==> config.mk <==
export PLATFORM = sky130hd
export DESIGN_NAME = fit_policy_block_allocator_top
export DESIGN_NICKNAME = d
export VERILOG_FILES = /design/src/design/fpba_pkg.sv /design/src/design/fit_policy_block_allocator_top.sv
export VERILOG_INCLUDE_DIRS = /design/src /design/src/design
export SDC_FILE = /design/constraint.sdc
export NUM_CORES = 1
export LEC_CHECK = 0
export BUFFER_PORTS_ARGS = -buffer_cell sky130_fd_sc_hd__buf_2
export CAP_MARGIN = 20
export CORE_ASPECT_RATIO = 0.7
export CORE_MARGIN = 1.5
export CORE_UTILIZATION = 55
export DETAILED_ROUTE_END_ITERATION = 8
export GPL_ROUTABILITY_DRIVEN = 0
export PLACE_DENSITY = 0.8
export SLEW_MARGIN = 20
export SYNTH_ARGS = -nofsm -noshare
export SYNTH_HDL_FRONTEND = slang
export SYNTH_SLANG_ARGS = --single-unit
==> constraint.sdc <==
create_clock -name i_clk -period 5.3 [get_ports i_clk]
set_input_delay 0.265 -clock i_clk [delete_from_list [all_inputs] [get_ports i_clk]]
set_output_delay 0.265 -clock i_clk [all_outputs]
set_load 0.005 [all_outputs]
==> src/design/fit_policy_block_allocator_top_defines.svh <==
// Assertion macros for the fit-policy block allocator.
`ifndef FIT_POLICY_BLOCK_ALLOCATOR_TOP_DEFINES_SVH
`define FIT_POLICY_BLOCK_ALLOCATOR_TOP_DEFINES_SVH

// Same-cycle implication, clocked on i_clk, off while reset is low.
`define FPBA_ASSERT_NOW(label, ante, cons, msg) \
    label: assert property (@(posedge i_clk) disable iff (!i_rst_n) \
        (ante) |-> (cons)) else $error(msg);

// Next-cycle implication, clocked on i_clk, off while reset is low.
`define FPBA_ASSERT_NEXT(label, ante, cons, msg) \
    label: assert property (@(posedge i_clk) disable iff (!i_rst_n) \
        (ante) |=> (cons)) else $error(msg);

`endif

==> src/design/fpba_pkg.sv <==
// Package for the fit-policy block allocator: codes, field layout, states.
package fpba_pkg;

    // default geometry
    localparam int NUM_SLOTS_DEF = 64;
    localparam int SIZE_BITS_DEF = 16;

    // field widths
    localparam int REQ_W    = 2;
    localparam int IDX_F_W  = 6;
    localparam int AMT_F_W  = 16;
    localparam int MODE_W   = 2;
    localparam int WASTE_F_W = 16;
    localparam int TOTAL_W  = 32;

    // input word layout
    localparam int IN_DATA_W = 24;
    localparam int IN_IDX_LO = 0;
    localparam int IN_AMT_LO = IN_IDX_LO + IDX_F_W;
    localparam int IN_PAD_W  = IN_DATA_W - IDX_F_W - AMT_F_W;

    // output word layout
    localparam int OUT_DATA_W = 56;
    localparam int OUT_PAD_W  = OUT_DATA_W - IDX_F_W - WASTE_F_W - TOTAL_W;

    // request codes
    localparam logic [REQ_W-1:0] REQ_CLEAR = 2'd0;
    localparam logic [REQ_W-1:0] REQ_LOAD  = 2'd1;
    localparam logic [REQ_W-1:0] REQ_ALLOC = 2'd2;

    // policy codes (unused code behaves as first fit)
    localparam logic [MODE_W-1:0] MODE_FIRST = 2'd0;
    localparam logic [MODE_W-1:0] MODE_BEST  = 2'd1;
    localparam logic [MODE_W-1:0] MODE_WORST = 2'd2;

    typedef enum logic [2:0] {
        ST_INIT,
        ST_IDLE,
        ST_SCAN,
        ST_SCAN_END,
        ST_COMMIT,
        ST_WIPE,
        ST_FINISH
    } t_state;

endpackage

==> src/design/fit_policy_block_allocator_top.sv <==
// Fit-policy block allocator: free-block table in memory with a sequential scan.
`include "fit_policy_block_allocator_top_defines.svh"

// The block keeps NUM_SLOTS memory blocks in two single-port-write tables held
// in synchronous RAM: a free bit per entry and a size per entry. Each input
// word carries a request in s_axis_tuser: clear (empty the table and zero the
// running waste), load (write a size at slot_index and mark it free; an index
// past the table is dropped) or allocate (ask for amount). fit_mode picks the
// policy for allocates: first fit, best fit or worst fit, ties to the lowest
// index; the granted entry leaves the table. Every input word gives exactly
// one output word: grant flag, slot, this grant's waste, and the saturating
// running waste total. An allocate reads the table one entry per clock, paced
// by the single read port of the table RAMs; a clear sweeps the free table one
// entry per clock. After reset the free table is swept once before
// s_axis_tready rises; fit_mode can be written during that pass. The finished
// word sits in an output register, so the next input is taken while it waits
// for m_axis_tready. Write fit_mode only while the block is idle.
module fit_policy_block_allocator_top #(
    parameter int NUM_SLOTS = fpba_pkg::NUM_SLOTS_DEF,
    parameter int SIZE_BITS = fpba_pkg::SIZE_BITS_DEF
) (
    input  logic                             i_clk,
    input  logic                             i_rst_n,
    // configuration: fit_mode
    input  logic                             i_cfg_we,
    input  logic [fpba_pkg::MODE_W-1:0]      i_cfg_wdata,
    // input words
    input  logic                             s_axis_tvalid,
    output logic                             s_axis_tready,
    // [5:0] slot_index, [21:6] amount, [23:22] zero
    input  logic [fpba_pkg::IN_DATA_W-1:0]   s_axis_tdata,
    // [1:0] req_type
    input  logic [fpba_pkg::REQ_W-1:0]       s_axis_tuser,
    // result words
    output logic                             m_axis_tvalid,
    input  logic                             m_axis_tready,
    // [5:0] chosen_slot, [21:6] waste, [53:22] total_waste, [55:54] zero
    output logic [fpba_pkg::OUT_DATA_W-1:0]  m_axis_tdata,
    // [0] granted
    output logic [0:0]                       m_axis_tuser
);
    import fpba_pkg::*;

    localparam int IDX_W = (NUM_SLOTS > 1) ? $clog2(NUM_SLOTS) : 1;
    localparam logic [IDX_W-1:0] LAST_ADDR = IDX_W'(NUM_SLOTS - 1);

    // table memories
    logic                 r_free_mem [NUM_SLOTS];
    logic [SIZE_BITS-1:0] r_size_mem [NUM_SLOTS];
    logic                 r_free_q;
    logic [SIZE_BITS-1:0] r_size_q;

    // control
    t_state               r_state, n_state;
    logic [IDX_W-1:0]     r_addr, n_addr;
    logic                 r_dv;
    logic [IDX_W-1:0]     r_didx;
    logic [MODE_W-1:0]    r_mode;

    // current request and running pick
    logic [SIZE_BITS-1:0] r_amt;
    logic                 r_found;
    logic [IDX_W-1:0]     r_pick;
    logic [SIZE_BITS-1:0] r_pick_size;

    // result and running total
    logic                 r_res_grant;
    logic [IDX_W-1:0]     r_res_slot;
    logic [SIZE_BITS-1:0] r_res_waste;
    logic [TOTAL_W-1:0]   r_sum;

    // output register
    logic                 r_out_valid;
    logic [OUT_DATA_W-1:0] r_out_data;
    logic                 r_out_grant;

    // decoded input
    logic                 in_acc;
    logic [IDX_F_W-1:0]   in_idx;
    logic [AMT_F_W-1:0]   in_amt;
    logic                 in_range;

    // memory write port
    logic                 free_we, free_wd, size_we;
    logic [IDX_W-1:0]     mem_wa;

    // scan and commit datapath
    logic                 fits, take;
    logic                 grant;
    logic [SIZE_BITS-1:0] waste;
    logic [TOTAL_W:0]     sum_ext;
    logic [TOTAL_W-1:0]   sum_sat;
    logic                 out_free;

    assign s_axis_tready = (r_state == ST_IDLE);
    assign in_acc   = s_axis_tvalid && s_axis_tready;
    assign in_idx   = s_axis_tdata[IN_IDX_LO +: IDX_F_W];
    assign in_amt   = s_axis_tdata[IN_AMT_LO +: AMT_F_W];
    assign in_range = (int'(in_idx) < NUM_SLOTS);
    assign out_free = !r_out_valid || m_axis_tready;

    // one table entry per cycle; strict compares keep the lowest index on ties
    always_comb begin
        fits = (r_size_q >= r_amt);
        case (r_mode)
            MODE_WORST: take = !r_found || (r_size_q > r_pick_size);
            MODE_BEST:  take = fits && (!r_found || (r_size_q < r_pick_size));
            default:    take = fits && !r_found;
        endcase
        take = take && r_dv && r_free_q;
    end

    // worst fit checks the size only after the scan
    assign grant   = r_found && ((r_mode != MODE_WORST) || (r_pick_size >= r_amt));
    assign waste   = r_pick_size - r_amt;
    assign sum_ext = {1'b0, r_sum} + (TOTAL_W + 1)'(waste);
    assign sum_sat = sum_ext[TOTAL_W] ? {TOTAL_W{1'b1}} : sum_ext[TOTAL_W-1:0];

    // next state, next address, table writes
    always_comb begin
        n_state = r_state;
        n_addr  = r_addr;
        free_we = 1'b0;
        free_wd = 1'b0;
        size_we = 1'b0;
        mem_wa  = r_addr;
        case (r_state)
            ST_INIT, ST_WIPE: begin
                free_we = 1'b1;
                if (r_addr == LAST_ADDR) begin
                    n_addr  = '0;
                    n_state = (r_state == ST_INIT) ? ST_IDLE : ST_FINISH;
                end else begin
                    n_addr = r_addr + 1'b1;
                end
            end
            ST_IDLE: begin
                if (in_acc) begin
                    n_addr = '0;
                    case (s_axis_tuser)
                        REQ_CLEAR: n_state = ST_WIPE;
                        REQ_LOAD: begin
                            n_state = ST_FINISH;
                            mem_wa  = IDX_W'(in_idx);
                            free_we = in_range;
                            free_wd = 1'b1;
                            size_we = in_range;
                        end
                        REQ_ALLOC: n_state = ST_SCAN;
                        default:   n_state = ST_FINISH;
                    endcase
                end
            end
            ST_SCAN: begin
                if (r_addr == LAST_ADDR) begin
                    n_addr  = '0;
                    n_state = ST_SCAN_END;
                end else begin
                    n_addr = r_addr + 1'b1;
                end
            end
            ST_SCAN_END: n_state = ST_COMMIT;
            ST_COMMIT: begin
                n_state = ST_FINISH;
                mem_wa  = r_pick;
                free_we = grant;
            end
            ST_FINISH: begin
                if (out_free) begin
                    n_state = ST_IDLE;
                end
            end
            default: n_state = ST_IDLE;
        endcase
    end

    // free table
    always_ff @(posedge i_clk) begin
        if (free_we) begin
            r_free_mem[mem_wa] <= free_wd;
        end
        r_free_q <= r_free_mem[r_addr];
    end

    // size table
    always_ff @(posedge i_clk) begin
        if (size_we) begin
            r_size_mem[mem_wa] <= SIZE_BITS'(in_amt);
        end
        r_size_q <= r_size_mem[r_addr];
    end

    // control registers
    always_ff @(posedge i_clk) begin
        if (!i_rst_n) begin
            r_state     <= ST_INIT;
            r_addr      <= '0;
            r_dv        <= 1'b0;
            r_mode      <= MODE_FIRST;
            r_found     <= 1'b0;
            r_sum       <= '0;
            r_out_valid <= 1'b0;
        end else begin
            r_state <= n_state;
            r_addr  <= n_addr;
            r_dv    <= (r_state == ST_SCAN);
            if (i_cfg_we) begin
                r_mode <= i_cfg_wdata;
            end
            if (in_acc) begin
                r_found <= 1'b0;
                if (s_axis_tuser == REQ_CLEAR) begin
                    r_sum <= '0;
                end
            end else if (take) begin
                r_found <= 1'b1;
            end
            if ((r_state == ST_COMMIT) && grant) begin
                r_sum <= sum_sat;
            end
            if ((r_state == ST_FINISH) && out_free) begin
                r_out_valid <= 1'b1;
            end else if (m_axis_tready) begin
                r_out_valid <= 1'b0;
            end
        end
    end

    // payload registers
    always_ff @(posedge i_clk) begin
        r_didx <= r_addr;
        if (in_acc) begin
            r_amt       <= SIZE_BITS'(in_amt);
            r_res_grant <= 1'b0;
            r_res_slot  <= '0;
            r_res_waste <= '0;
        end
        if (take) begin
            r_pick      <= r_didx;
            r_pick_size <= r_size_q;
        end
        if (r_state == ST_COMMIT) begin
            r_res_grant <= grant;
            r_res_slot  <= grant ? r_pick : '0;
            r_res_waste <= grant ? waste : '0;
        end
        if ((r_state == ST_FINISH) && out_free) begin
            r_out_grant <= r_res_grant;
            r_out_data  <= {{OUT_PAD_W{1'b0}}, r_sum,
                            WASTE_F_W'(r_res_waste), IDX_F_W'(r_res_slot)};
        end
    end

    assign m_axis_tvalid   = r_out_valid;
    assign m_axis_tdata    = r_out_data;
    assign m_axis_tuser[0] = r_out_grant;

    // a grant never hands out a block smaller than the request
    `FPBA_ASSERT_NOW(a_grant_fits, (r_state == ST_COMMIT) && grant, r_pick_size >= r_amt, "grant smaller than request")
    // a result word only appears out of the finish step
    `FPBA_ASSERT_NOW(a_out_from_finish, $rose(r_out_valid), $past(r_state == ST_FINISH), "result word without finish")
    // a word without a grant carries no slot and no waste
    `FPBA_ASSERT_NOW(a_no_grant_zero, m_axis_tvalid && !m_axis_tuser[0], m_axis_tdata[IDX_F_W+WASTE_F_W-1:0] == '0, "ungranted word has slot or waste")
    // an accepted allocate starts the table scan at entry zero
    `FPBA_ASSERT_NEXT(a_alloc_scans, in_acc && (s_axis_tuser == REQ_ALLOC), (r_state == ST_SCAN) && (r_addr == '0), "allocate did not start scan")

endmodule
==> results.md <==
- Worst path required time: 5.88 ns
- Number of distinct library cells after synthesis: 70
- Port buffer count: 87
- Async set-reset flop share out of synthesis: 0
- CTS Buf Count: 106
- CTS tree: done
- Initial Util: 0.559
- Status: completed
- Largest family of logic cells by synthesized area: multiplexers
- Setup crit start kind: flop
- Avg WL per Cell: 30.3 um
- Layout cells sized above 1: 0.265
- Final ANT Viol Nets: 0
- Die Y: 257 um
- Synth Area in Adders: 0.0169
- Largest net degree at the start of global routing: 89
- Final Cycle Share: 0.923
- Syn_area_per_cell: 20.3 um2
- Xor/xnor share of the synthesized area: 0.00502
- Syn Inst Count: 2,491
- Fin crit period: 4.89 ns
- # IOs: 92
- Layout area overhead: 11.4%
- Post-synthesis sequential area ratio: 0.741
- Clk slew on worst S/H paths: 0.07 ns
- Core Area: 90,600 um2
- Max FO, Critical Path: 13
- Final Hold Fails: 0
- Yosys warning total: 0
- Vias: 26,400
- Mux share of post-synthesis cell area: 0.160
- PwrDens: 351 nW/um2
- Worst Tran Pin Value: 0.992 ns
- Slew Limit Headroom: 0.337
- Seq cells post-synth: 1,273
- Max-cap viol count: 0
- Setup TNS: 0 ns
- Clock Sinks: 1,273
- FMAX: 204 MHz
- EDFF count, synth: 1,204
- Post-synthesis simple-gate area fraction: 0.0326
- R2R depth: 17
- Post-DP HPWL: 69.0 mm
- Post-Synthesis Cell Area: 50,600 um2
- Top FF cell, synth: edfxtp_1
- Final setup skew: 0.0286 ns
- Maximum VDD drop: 0.318 mV
- Post-synthesis compound-gate area fraction: 0.0287
- Final setup violating endpoints: 0
- Slew Limit Fails: 0
- Vias/cell: 6.60
- Static Leak: 0.0184 uW
- First-pass GRT wire length: 176 mm
- Most common cell after layout, fill and taps aside: edfxtp_1
- Number of global-route vias before repair: 26,100
- Worst hold path type: input pin to flop
- Fin cells: 3,997
- RSZ-0062 raised after global routing: no
- WP data arrival: 5.48 ns
- Crit end category: flop
- # rows: 92
- Skew-Pair Late Insertion Delay: 0.72 ns
- Fillers: 5,875
- Placed Instances: 3,789
- Die ar.: 93,900 um2
- Most frequent cells in the layout: 1,204 x edfxtp_1, 357 x mux4_2, 177 x nor2_1
- Setup CP Type: flop to flop
- H-tree Lvls: 3
- First drt pass iteration count: 8
- Max Root-Sink Buffers: 3
- GRT Total Usage: 0.262
- Hold WS: 0.0508 ns
- WHS Path Cells: 4
- DRC: 0
- Final-stage net count: 2,781
- Total congestion overflow: 0
- WL final: 121 mm
- Initial antenna violation count: 5
- CTS root buf: clkbuf_16
- Die X: 366 um
- Initial DRC Count: 4,200
==> worst max-delay path, stage by stage (launching register included) <==
cell       delay (ns)
edfxtp_1         0.42
inv_1            0.11
ha_1             0.24
nor2b_1          0.15
o31a_1           0.27
o21ai_0          0.23
nand2b_1         0.15
a31oi_1          0.28
xnor2_1          0.18
ha_1             0.32
a2111oi_0        0.42
o21ai_1          0.20
a31oi_2          0.36
a211oi_2         0.12
buf_4            0.20
nand4_1          0.43
o21ai_0          0.28
a221o_1          0.40
==> flip-flops by register name, summed over array words and instances (netlist names), 2 cells and up <==
| register | count |
|---|---|
| m_axis_tdata | 54 |
| r_res_slot | 6 |
| r_sum | 32 |
| r_addr | 6 |
| r_pick_size | 16 |
| r_res_waste | 16 |
| r_pick | 6 |
| r_size_q | 16 |
| r_size_mem | 1024 |
| r_state | 3 |
| r_didx | 6 |
| r_free_mem | 64 |
| r_mode | 2 |
| r_amt | 16 |
==> through the flow <==
stage	setup WS, ns	total power (uW)	instance area [um2]	util
6_report	0.409	19800	56400	0.623
3_3_place_gp	0.969	12300	52900	0.584
2_1_floorplan	1.54	11900	50600	-
3_5_place_dp	0.658	12300	53000	0.584
4_1_cts	0.619	19900	56400	0.622
5_1_grt	0.221	20300	56400	0.623
==> synthesized netlist by cell type (all sizes together), types with 11 or more instances <==
cell    instances  area [um2]
dfxtp          69        1380
a21oi          57         289
xnor2          20         175
o21ai          62         310
nand2          59         221
mux4          357        8040
and2           19         119
nor2          178         671
edfxtp       1204       36200
buf            64         363
nand4          14        87.6
ha             65         813
inv            55         206
nand3          23         115
and3           25         156
nand2b         11        68.8
clkbuf         55         208
a21o           25         188
a211oi         11         100
==> routing by layer <==
| layer | up-vias | track usage | wire [um] |
|---|---|---|---|
| met1 | 13600 | 0.389 | 46900 |
| met5 | - | 0 | 13 |
| li1 | 10600 | - | - |
| met3 | 232 | 0.0657 | 14900 |
| met2 | 1897 | 0.396 | 56500 |
| met4 | 2 | 0.0640 | 3000 |
==> worst paths after layout <==
| path | start | slack, ns | end |
|---|---|---|---|
| worst min register to register | r_didx[3]$_DFF_P_ | 0.40 | r_pick[3]$_DFFE_PP_ |
| worst max-delay path | r_amt[1]$_DFFE_PP_ | 0.41 | r_sum[20]$_SDFFE_PN0P_ |
| worst min-delay path | s_axis_tvalid | 0.05 | r_addr[2]$_SDFFE_PN0P_ |
| worst max register to register | r_amt[1]$_DFFE_PP_ | 0.41 | r_sum[20]$_SDFFE_PN0P_ |
==> power breakdown <==
group,internal (uW),switching (uW),total [uW]
Sequential,11000,59.2,11100
Combinational,467,614,1080
Clock,4130,3570,7700
==> cell families after synthesis <==
family	Yosys count
compound gates	220
xor+xnor	29
fa+ha+maj	67
buf+inv	175
flops	1273
mux	364
other cells	1
simple gates	362
==> final cells by class <==
class                   count  area [um2]  area share
diodes                      2        5.00   0.0000887
clock buffers             136        2900      0.0514
clock inverters            64         479     0.00849
inverters                  56         210     0.00373
multi-input cells        1044       12300       0.219
flip-flops and latches   1273       37600       0.666
well taps                1222        1530      0.0271
repair buffers            200        1410      0.0250
==> repair_timing <==
action / CTS / global route
buffers inserted: 0 / 0
hold buffers: 6 / 0
gates resized for setup: 0 / 0
hold endpoints to repair: 14 / 0
No activity file was read; power rests on OpenSTA's default activity.
